--- src/rtl/skm_pkg.sv ---
// ----------------------------------------------------------------------------
// skm_pkg
// Types, register map and column unpack table for the key state merger.
// ----------------------------------------------------------------------------
package skm_pkg;

  localparam int unsigned NumCols   = 10;
  localparam int unsigned ColW      = 5;
  localparam int unsigned ColBits   = 5;
  localparam int unsigned PayloadW  = 24;
  localparam int unsigned CountW    = 17;
  localparam int unsigned LimitW    = 16;

  localparam logic [3:0] LastIdx = 4'd10;

  localparam logic [1:0] REQ_HOST  = 2'd0;
  localparam logic [1:0] REQ_LEFT  = 2'd1;
  localparam logic [1:0] REQ_RIGHT = 2'd2;

  localparam logic [1:0] REG_LIMIT    = 2'd0;
  localparam logic [1:0] REG_END_BYTE = 2'd1;
  localparam logic [1:0] REG_SEND_CMD = 2'd2;

  localparam logic [15:0] LIMIT_RST    = 16'd10000;
  localparam logic [7:0]  END_BYTE_RST = 8'hE0;
  localparam logic [7:0]  SEND_CMD_RST = 8'h73;

  localparam logic [4:0] NO_BIT = 5'd31;

  localparam logic [4:0] COL_MAP [NumCols][ColBits] = '{
    '{5'd3,  5'd4,  5'd5,  5'd6,  5'd7},
    '{5'd7,  5'd6,  5'd5,  5'd4,  5'd3},
    '{5'd14, 5'd15, 5'd0,  5'd1,  5'd2},
    '{5'd2,  5'd1,  5'd0,  5'd15, 5'd14},
    '{5'd9,  5'd10, 5'd11, 5'd12, 5'd13},
    '{5'd13, 5'd12, 5'd11, 5'd10, 5'd9},
    '{NO_BIT, 5'd21, 5'd22, 5'd23, 5'd8},
    '{5'd8,  5'd23, 5'd22, 5'd21, NO_BIT},
    '{NO_BIT, 5'd17, 5'd18, 5'd19, 5'd20},
    '{5'd20, 5'd19, 5'd18, 5'd17, NO_BIT}
  };

  typedef logic [NumCols-1:0][ColW-1:0] frame_t;

  typedef struct packed {
    logic [LimitW-1:0] limit;
    logic [7:0]        send_cmd;
  } cfg_t;

  function automatic logic [ColW-1:0] unpack_col(input logic [PayloadW-1:0] p,
                                                 input logic [3:0] slot);
    logic [ColW-1:0] col;
    logic [4:0]      src;
    col = '0;
    for (int b = 0; b < ColBits; b++) begin
      src = COL_MAP[slot][b];
      if (src != NO_BIT) begin
        col[b] = p[src];
      end
    end
    return col;
  endfunction

endpackage

--- src/rtl/split_keyboard_state_merger.sv ---
// ----------------------------------------------------------------------------
// split_keyboard_state_merger
// Merges the key state of two keyboard halves into frames for the host.
// ----------------------------------------------------------------------------
// Input words are taken one per cycle as long as the frame queue has room;
// packet and plain host bytes never wait otherwise. Each send command puts a
// snapshot of the ten key columns into a queue of QueueDepth frames, and the
// output serializer sends that frame as eleven words, one per cycle while the
// output is ready. Registers sit on an APB port at 0x0 (idle limit), 0x4 (end
// byte) and 0x8 (send command).
module split_keyboard_state_merger #(
  parameter int unsigned QueueDepth = 2
) (
  input  logic        clk_i,
  input  logic        rst_ni,
  input  logic        psel,
  input  logic        penable,
  input  logic        pwrite,
  input  logic [3:0]  paddr,
  input  logic [31:0] pwdata,
  output logic [31:0] prdata,
  output logic        pready,
  input  logic        in_valid_i,
  output logic        in_ready_o,
  input  logic [1:0]  req_type_i,
  input  logic [7:0]  host_byte_i,
  input  logic [7:0]  payload_first_i,
  input  logic [7:0]  payload_second_i,
  input  logic [7:0]  payload_third_i,
  output logic        out_valid_o,
  input  logic        out_ready_i,
  output logic [7:0]  frame_byte_o,
  output logic        frame_last_o
);

  logic [15:0]     limit_q;
  logic [7:0]      end_byte_q, send_cmd_q;
  logic            wr_en;
  skm_pkg::cfg_t   cfg;
  logic            q_full, q_push, q_pop, q_valid;
  skm_pkg::frame_t q_push_data, q_head;

  assign pready = 1'b1;
  assign wr_en  = psel && penable && pwrite;

  always_ff @(posedge clk_i or negedge rst_ni) begin
    if (!rst_ni) begin
      limit_q    <= skm_pkg::LIMIT_RST;
      end_byte_q <= skm_pkg::END_BYTE_RST;
      send_cmd_q <= skm_pkg::SEND_CMD_RST;
    end else if (wr_en) begin
      case (paddr[3:2])
        skm_pkg::REG_LIMIT:    limit_q    <= pwdata[15:0];
        skm_pkg::REG_END_BYTE: end_byte_q <= pwdata[7:0];
        skm_pkg::REG_SEND_CMD: send_cmd_q <= pwdata[7:0];
        default: begin
        end
      endcase
    end
  end

  always_comb begin
    case (paddr[3:2])
      skm_pkg::REG_LIMIT:    prdata = {16'd0, limit_q};
      skm_pkg::REG_END_BYTE: prdata = {24'd0, end_byte_q};
      skm_pkg::REG_SEND_CMD: prdata = {24'd0, send_cmd_q};
      default:               prdata = '0;
    endcase
  end

  assign cfg.limit    = limit_q;
  assign cfg.send_cmd = send_cmd_q;

  skm_front u_front (
    .clk_i            (clk_i),
    .rst_ni           (rst_ni),
    .cfg_i            (cfg),
    .in_valid_i       (in_valid_i),
    .in_ready_o       (in_ready_o),
    .req_type_i       (req_type_i),
    .host_byte_i      (host_byte_i),
    .payload_first_i  (payload_first_i),
    .payload_second_i (payload_second_i),
    .payload_third_i  (payload_third_i),
    .q_full_i         (q_full),
    .push_o           (q_push),
    .push_data_o      (q_push_data)
  );

  skm_queue #(
    .Depth (QueueDepth)
  ) u_queue (
    .clk_i       (clk_i),
    .rst_ni      (rst_ni),
    .push_i      (q_push),
    .push_data_i (q_push_data),
    .full_o      (q_full),
    .pop_i       (q_pop),
    .valid_o     (q_valid),
    .head_o      (q_head)
  );

  skm_back u_back (
    .clk_i        (clk_i),
    .rst_ni       (rst_ni),
    .end_byte_i   (end_byte_q),
    .q_valid_i    (q_valid),
    .q_head_i     (q_head),
    .pop_o        (q_pop),
    .out_valid_o  (out_valid_o),
    .out_ready_i  (out_ready_i),
    .frame_byte_o (frame_byte_o),
    .frame_last_o (frame_last_o)
  );

endmodule

--- src/rtl/skm_front.sv ---
// ----------------------------------------------------------------------------
// skm_front
// Accepts items, keeps payloads, columns and idle counts, and pushes a
// column snapshot into the frame queue for each send command.
// ----------------------------------------------------------------------------
module skm_front (
  input  logic                              clk_i,
  input  logic                              rst_ni,
  input  skm_pkg::cfg_t                     cfg_i,
  input  logic                              in_valid_i,
  output logic                              in_ready_o,
  input  logic [1:0]                        req_type_i,
  input  logic [7:0]                        host_byte_i,
  input  logic [7:0]                        payload_first_i,
  input  logic [7:0]                        payload_second_i,
  input  logic [7:0]                        payload_third_i,
  input  logic                              q_full_i,
  output logic                              push_o,
  output skm_pkg::frame_t                   push_data_o
);

  logic [skm_pkg::PayloadW-1:0] left_q, left_d, right_q, right_d;
  logic                         lfresh_q, lfresh_d, rfresh_q, rfresh_d;
  skm_pkg::frame_t              cols_q, cols_d, cols_unp;
  logic [skm_pkg::CountW-1:0]   lcnt_q, lcnt_d, rcnt_q, rcnt_d;
  logic [skm_pkg::CountW-1:0]   lcnt_inc, rcnt_inc, limit_ext;
  logic [skm_pkg::PayloadW-1:0] payload;
  logic                         acc, is_host;

  assign in_ready_o = !q_full_i;
  assign acc        = in_valid_i && in_ready_o;
  assign is_host    = (req_type_i == skm_pkg::REQ_HOST);
  assign payload    = {payload_third_i, payload_second_i, payload_first_i};
  assign lcnt_inc   = lcnt_q + 1'b1;
  assign rcnt_inc   = rcnt_q + 1'b1;
  assign limit_ext  = {1'b0, cfg_i.limit};

  always_comb begin
    for (int s = 0; s < skm_pkg::NumCols; s++) begin
      if ((s % 2) == 0) begin
        cols_unp[s] = lfresh_q ? skm_pkg::unpack_col(left_q, 4'(s)) : cols_q[s];
      end else begin
        cols_unp[s] = rfresh_q ? skm_pkg::unpack_col(right_q, 4'(s)) : cols_q[s];
      end
    end
  end

  assign push_o      = acc && is_host && (host_byte_i == cfg_i.send_cmd);
  assign push_data_o = cols_unp;

  always_comb begin
    left_d   = left_q;
    right_d  = right_q;
    lfresh_d = lfresh_q;
    rfresh_d = rfresh_q;
    cols_d   = cols_q;
    lcnt_d   = lcnt_q;
    rcnt_d   = rcnt_q;
    if (acc) begin
      case (req_type_i)
        skm_pkg::REQ_LEFT: begin
          left_d   = payload;
          lfresh_d = 1'b1;
          lcnt_d   = '0;
        end
        skm_pkg::REQ_RIGHT: begin
          right_d  = payload;
          rfresh_d = 1'b1;
          rcnt_d   = '0;
        end
        skm_pkg::REQ_HOST: begin
          lfresh_d = 1'b0;
          rfresh_d = 1'b0;
          cols_d   = cols_unp;
          lcnt_d   = lcnt_inc;
          rcnt_d   = rcnt_inc;
          if (lcnt_inc > limit_ext) begin
            lcnt_d = '0;
            for (int s = 0; s < skm_pkg::NumCols; s += 2) begin
              cols_d[s] = '0;
            end
          end
          if (rcnt_inc > limit_ext) begin
            rcnt_d = '0;
            for (int s = 1; s < skm_pkg::NumCols; s += 2) begin
              cols_d[s] = '0;
            end
          end
        end
        default: begin
        end
      endcase
    end
  end

  always_ff @(posedge clk_i or negedge rst_ni) begin
    if (!rst_ni) begin
      left_q   <= '0;
      right_q  <= '0;
      lfresh_q <= 1'b0;
      rfresh_q <= 1'b0;
      cols_q   <= '0;
      lcnt_q   <= '0;
      rcnt_q   <= '0;
    end else begin
      left_q   <= left_d;
      right_q  <= right_d;
      lfresh_q <= lfresh_d;
      rfresh_q <= rfresh_d;
      cols_q   <= cols_d;
      lcnt_q   <= lcnt_d;
      rcnt_q   <= rcnt_d;
    end
  end

  // a push only happens on an accepted host byte
  assert property (@(posedge clk_i) disable iff (!rst_ni)
    push_o |-> (in_valid_i && !q_full_i && is_host))
    else $error("frame push without accepted host byte");

endmodule

--- src/rtl/skm_queue.sv ---
// ----------------------------------------------------------------------------
// skm_queue
// Small FIFO of column snapshots between the front and the serializer.
// ----------------------------------------------------------------------------
module skm_queue #(
  parameter int unsigned Depth = 2
) (
  input  logic            clk_i,
  input  logic            rst_ni,
  input  logic            push_i,
  input  skm_pkg::frame_t push_data_i,
  output logic            full_o,
  input  logic            pop_i,
  output logic            valid_o,
  output skm_pkg::frame_t head_o
);

  localparam int unsigned PtrW = (Depth > 1) ? $clog2(Depth) : 1;
  localparam int unsigned CntW = $clog2(Depth + 1);

  skm_pkg::frame_t mem_q [Depth];
  logic [PtrW-1:0] wr_q, wr_d, rd_q, rd_d;
  logic [CntW-1:0] cnt_q, cnt_d;
  logic            do_push, do_pop;

  assign full_o  = (cnt_q == CntW'(Depth));
  assign valid_o = (cnt_q != '0);
  assign do_push = push_i && !full_o;
  assign do_pop  = pop_i && valid_o;
  assign head_o  = mem_q[rd_q];

  always_comb begin
    wr_d  = wr_q;
    rd_d  = rd_q;
    cnt_d = cnt_q;
    if (do_push) begin
      wr_d = (wr_q == PtrW'(Depth - 1)) ? '0 : wr_q + 1'b1;
    end
    if (do_pop) begin
      rd_d = (rd_q == PtrW'(Depth - 1)) ? '0 : rd_q + 1'b1;
    end
    if (do_push && !do_pop) begin
      cnt_d = cnt_q + 1'b1;
    end else if (do_pop && !do_push) begin
      cnt_d = cnt_q - 1'b1;
    end
  end

  always_ff @(posedge clk_i) begin
    if (do_push) begin
      mem_q[wr_q] <= push_data_i;
    end
  end

  always_ff @(posedge clk_i or negedge rst_ni) begin
    if (!rst_ni) begin
      wr_q  <= '0;
      rd_q  <= '0;
      cnt_q <= '0;
    end else begin
      wr_q  <= wr_d;
      rd_q  <= rd_d;
      cnt_q <= cnt_d;
    end
  end

  assert property (@(posedge clk_i) disable iff (!rst_ni)
    !(push_i && full_o))
    else $error("push into full frame queue");

  assert property (@(posedge clk_i) disable iff (!rst_ni)
    (push_i && !pop_i && valid_o) |=> (cnt_q == $past(cnt_q) + 1'b1))
    else $error("frame queue count lost a push");

endmodule

--- src/rtl/skm_back.sv ---
// ----------------------------------------------------------------------------
// skm_back
// Serializes one queued frame: ten column bytes then the end byte.
// ----------------------------------------------------------------------------
module skm_back (
  input  logic            clk_i,
  input  logic            rst_ni,
  input  logic [7:0]      end_byte_i,
  input  logic            q_valid_i,
  input  skm_pkg::frame_t q_head_i,
  output logic            pop_o,
  output logic            out_valid_o,
  input  logic            out_ready_i,
  output logic [7:0]      frame_byte_o,
  output logic            frame_last_o
);

  logic [3:0] idx_q, idx_d;
  logic       vld_q, vld_d;
  logic [7:0] byte_q, byte_d;
  logic       last_q, last_d;
  logic       load, at_end;

  assign load   = !vld_q || out_ready_i;
  assign at_end = (idx_q == skm_pkg::LastIdx);
  assign pop_o  = load && q_valid_i && at_end;

  always_comb begin
    idx_d  = idx_q;
    vld_d  = vld_q;
    byte_d = byte_q;
    last_d = last_q;
    if (load) begin
      vld_d = q_valid_i;
      if (q_valid_i) begin
        last_d = at_end;
        if (at_end) begin
          byte_d = end_byte_i;
          idx_d  = '0;
        end else begin
          byte_d = {3'b000, q_head_i[idx_q]};
          idx_d  = idx_q + 1'b1;
        end
      end
    end
  end

  always_ff @(posedge clk_i or negedge rst_ni) begin
    if (!rst_ni) begin
      idx_q <= '0;
      vld_q <= 1'b0;
    end else begin
      idx_q <= idx_d;
      vld_q <= vld_d;
    end
  end

  always_ff @(posedge clk_i) begin
    byte_q <= byte_d;
    last_q <= last_d;
  end

  assign out_valid_o  = vld_q;
  assign frame_byte_o = byte_q;
  assign frame_last_o = last_q;

  assert property (@(posedge clk_i) disable iff (!rst_ni)
    idx_q <= skm_pkg::LastIdx)
    else $error("byte index past end of frame");

  // the end byte leaves the index back at the first column
  assert property (@(posedge clk_i) disable iff (!rst_ni)
    (vld_q && last_q) |-> (idx_q == '0))
    else $error("end byte shown with index not rewound");

endmodule
--- config.mk ---
export PLATFORM = sky130hd
export DESIGN_NAME = split_keyboard_state_merger
export DESIGN_NICKNAME = d
export VERILOG_FILES = /design/src/rtl/skm_pkg.sv /design/src/rtl/split_keyboard_state_merger.sv /design/src/rtl/skm_front.sv /design/src/rtl/skm_queue.sv /design/src/rtl/skm_back.sv
export SDC_FILE = /design/constraint.sdc
export NUM_CORES = 1
export LEC_CHECK = 0
export BUFFER_PORTS_ARGS = -buffer_cell sky130_fd_sc_hd__buf_2
export CAP_MARGIN = 30
export CORE_MARGIN = 5
export CORE_UTILIZATION = 40
export DETAILED_ROUTE_END_ITERATION = 6
export PLACE_DENSITY = 0.68
export SLEW_MARGIN = 5
export SYNTH_ARGS = -nofsm -noshare
export SYNTH_HDL_FRONTEND = slang
export SYNTH_SLANG_ARGS = --single-unit
--- constraint.sdc ---
create_clock -name clk_i -period 18 [get_ports clk_i]
set_clock_uncertainty 0.1 [all_clocks]
set_input_delay 3.6 -clock clk_i [delete_from_list [all_inputs] [get_ports clk_i]]
set_output_delay 3.6 -clock clk_i [all_outputs]
set_load 0.05 [all_outputs]
==> flow_metrics.tcl <==
set metrics [dict create \
    outcome "complete, no violations" \
    peakVddDrop_mv 0.0768 \
    synth_edf_count 109 \
    rows 66 \
    grt_pass1_vias 8845 \
    synth-async-reset-ratio 0.613 \
    critPathKind "in -> out" \
    tightestPinTransition_ps 994 \
    grt_setup_unrepaired "no" \
    pwr-share-clk 0.298 \
    antenna_found_initial 2 \
    die_h_um 192 \
    start_util 0.405 \
    clkTransAtPathRegs_ps 60 \
    finalCritPeriodShare 0.488 \
    p_sw_uw 674 \
    yosys.area.top_type_share 0.304 \
    powerDensity_nw_per_um2 142 \
    yosys.cell_count.top_type "dfrtp_1" \
    clockBufferDepth 3 \
    insertion_delay_ps 560 \
    max_slew_margin 0.337 \
    port_buffers 84 \
    pwr-share-comb 0.272 \
    cp-start-kind "input pin" \
    finalSetupViolCount 0 \
    cts_hold_buf 0 \
    core_area_um2 32500 \
    drive_gt1_frac 0.261 \
    cts_tree "yes" \
    antennaDiodeCount 0 \
    place_inst 1539 \
    firstDrtPassIters 4 \
    p_int_uw 1460 \
    yosys-top-cells-count "dfrtp_1, nand2_1, edfxtp_1, mux2_2, o21ai_0" \
    wl_per_cell_um 18.7 \
    fp.dieArea_um2 36700 \
    fillerInstances 2956 \
    worstPathMaxFanout 20 \
    gp_congestion 0.846 \
    synth_area_um2 13200 \
    hold_class "reg -> reg" \
    post-route-min-period_ps 8790 \
    critPathArrivalTime_ps 5090 \
    grt-ovfl-total 0 \
    cp.required_ps 14300 \
    avgSynthCellArea_um2 12.5 \
    end_kind "output port" \
    synth_cells 1057 \
    hpwl_mm 19.5 \
    grt_max_degree 99 \
    cts.sinks 282 \
    setup-tns-final_ps 0 \
    synth_warnings 0 \
    grt_pass1_wl_mm 48.9 \
    p_seq_frac 0.431 \
    dr.first_iter.drc_count 488 \
    drc 0 \
    drv_cap 0 \
    fin_nets 1241 \
    ctsResizeCount 0 \
    fmax_mhz 114 \
    synth_top_flop_cell "dfrtp_1" \
    cts_buffers 29 \
    cts_root_buf "clkbuf_16" \
    grt_use_total 0.166 \
    synthTopCellsByArea "dfrtp_1, edfxtp_1, mux2_2" \
    pin_count 121 \
    totalWireLength_mm 29.9 \
    synth.largest_area_cell "dfrtp_1" \
    area_growth_pct 14.5 \
    die_x_um 192 \
    cts_htree_levels 1 \
    num_vias 8516 \
    final_cells 1594 \
    cts_setup_buffers 0 \
    p_leak_uw 0.00619 \
    viasPerCell 5.34 \
    switching_share 0.316 \
    postRouteAntennaNets 0 \
    drv_slew 0 \
    synth-seq-cells 282 \
    hold_viol_final 0 \
    ys_types 55 \
    yosysSeqAreaShare 0.578 \
]
[power groups by stage]
stage / sequential, uW / clock (uW) / combinational, uW
after floorplan: 936 / 0 / 412
after global placement: 924 / 0 / 560
after detailed placement: 932 / 0 / 581
after CTS: 920 / 650 / 585
after global routing: 937 / 677 / 649
final: 920 / 636 / 580
[critical path, stage by stage]
cell and delay [ps]:
buf_2 310, nor2b_1 610, nand2_1 150, o21ai_0 110, buf_2 300
[cells by family after synthesis]
logic type,count (synthesis),synth area share
buffers and inverters,99,0.0343
muxes,152,0.140
AOI/OAI and AO/OA,166,0.0848
DFF,282,0.578
adders and majority gates,35,0.0332
and+or+nand+nor,279,0.101
xor gates and xnor gates,42,0.0279
other,2,0.000570
[layer usage]
metal  part of all wire  up-vias  track usage
li1                   -     4027            -
met3              0.050       38       0.0236
met1               0.45     4273        0.231
met4              0.017        4       0.0354
met5             0.0011        -            0
met2               0.49      174        0.280
[layout by cell type, fill, tap and decap left out, drive strengths merged, types with 5 or more instances in the layout]
cell / instances
nand3: 66
bufinv: 6
xor2: 13
ha: 35
xnor2: 29
dfstp: 13
a32o: 24
edfxtp: 109
nand2: 113
a211oi: 7
a221o: 5
dfrtp: 160
and2: 9
inv: 23
o221ai: 10
a21oi: 10
o22ai: 7
mux2: 109
mux2i: 28
conb: 17
nor3b: 5
nand2b: 5
clkbuf: 31
nand4: 15
nor2b: 9
o21ai: 81
buf: 103
nor3: 18
clkinv: 14
nor2: 26
mux4: 15
[metrics by stage]
step	worst slack, ps	area (um^2)	total power, uW	util	hold slack (ps)
after global placement	9230	14000	1480	0.431	358
after global routing	9090	15100	2260	0.464	400
final	9210	15100	2140	0.464	375
after floorplan	8130	13200	1350	-	346
after detailed placement	9220	14000	1510	0.431	367
after CTS	9210	15100	2160	0.463	381
[sequential cells by signal (all words and copies together) (netlist names), 2 cells and up]
signal and cells:
end_byte_q 8, limit_q 16, send_cmd_q 8, u_back.frame_byte_o 8, u_back.idx_q 4, u_front.cols_q 50
u_front.lcnt_q 17, u_front.left_q 23, u_front.rcnt_q 17, u_front.right_q 23, u_queue.cnt_q 2, u_queue.mem_q 100
[final timing paths]
check | startpoint | to | slack, ps | cells past startpoint
min in group asynchronous | rst_ni | u_front.rcnt_q[15] | 2880 | 1
worst max-delay path | paddr[3] | prdata[3] | 9210 | 5
worst max register to register | u_front.rcnt_q[2] | u_front.rcnt_q[8] | 13750 | 12
max in group asynchronous | rst_ni | u_front.cols_q[16] | 13080 | 4
worst min-delay path | u_front.cols_q[4] | u_front.cols_q[4] | 370 | 2
worst min register to register | u_front.cols_q[4] | u_front.cols_q[4] | 370 | 2
[cell type report]
cell class / instances / area [um^2] / area share
clock inverter: 23 / 275 / 0.0182
tap: 442 / 553 / 0.0367
inverter: 22 / 82.6 / 0.00547
sequential: 282 / 7620 / 0.505
multi-input combinational: 691 / 5210 / 0.346
clock buffer: 31 / 743 / 0.0493
timing repair buffer: 103 / 597 / 0.0396
(Power assumes the default switching activity.)
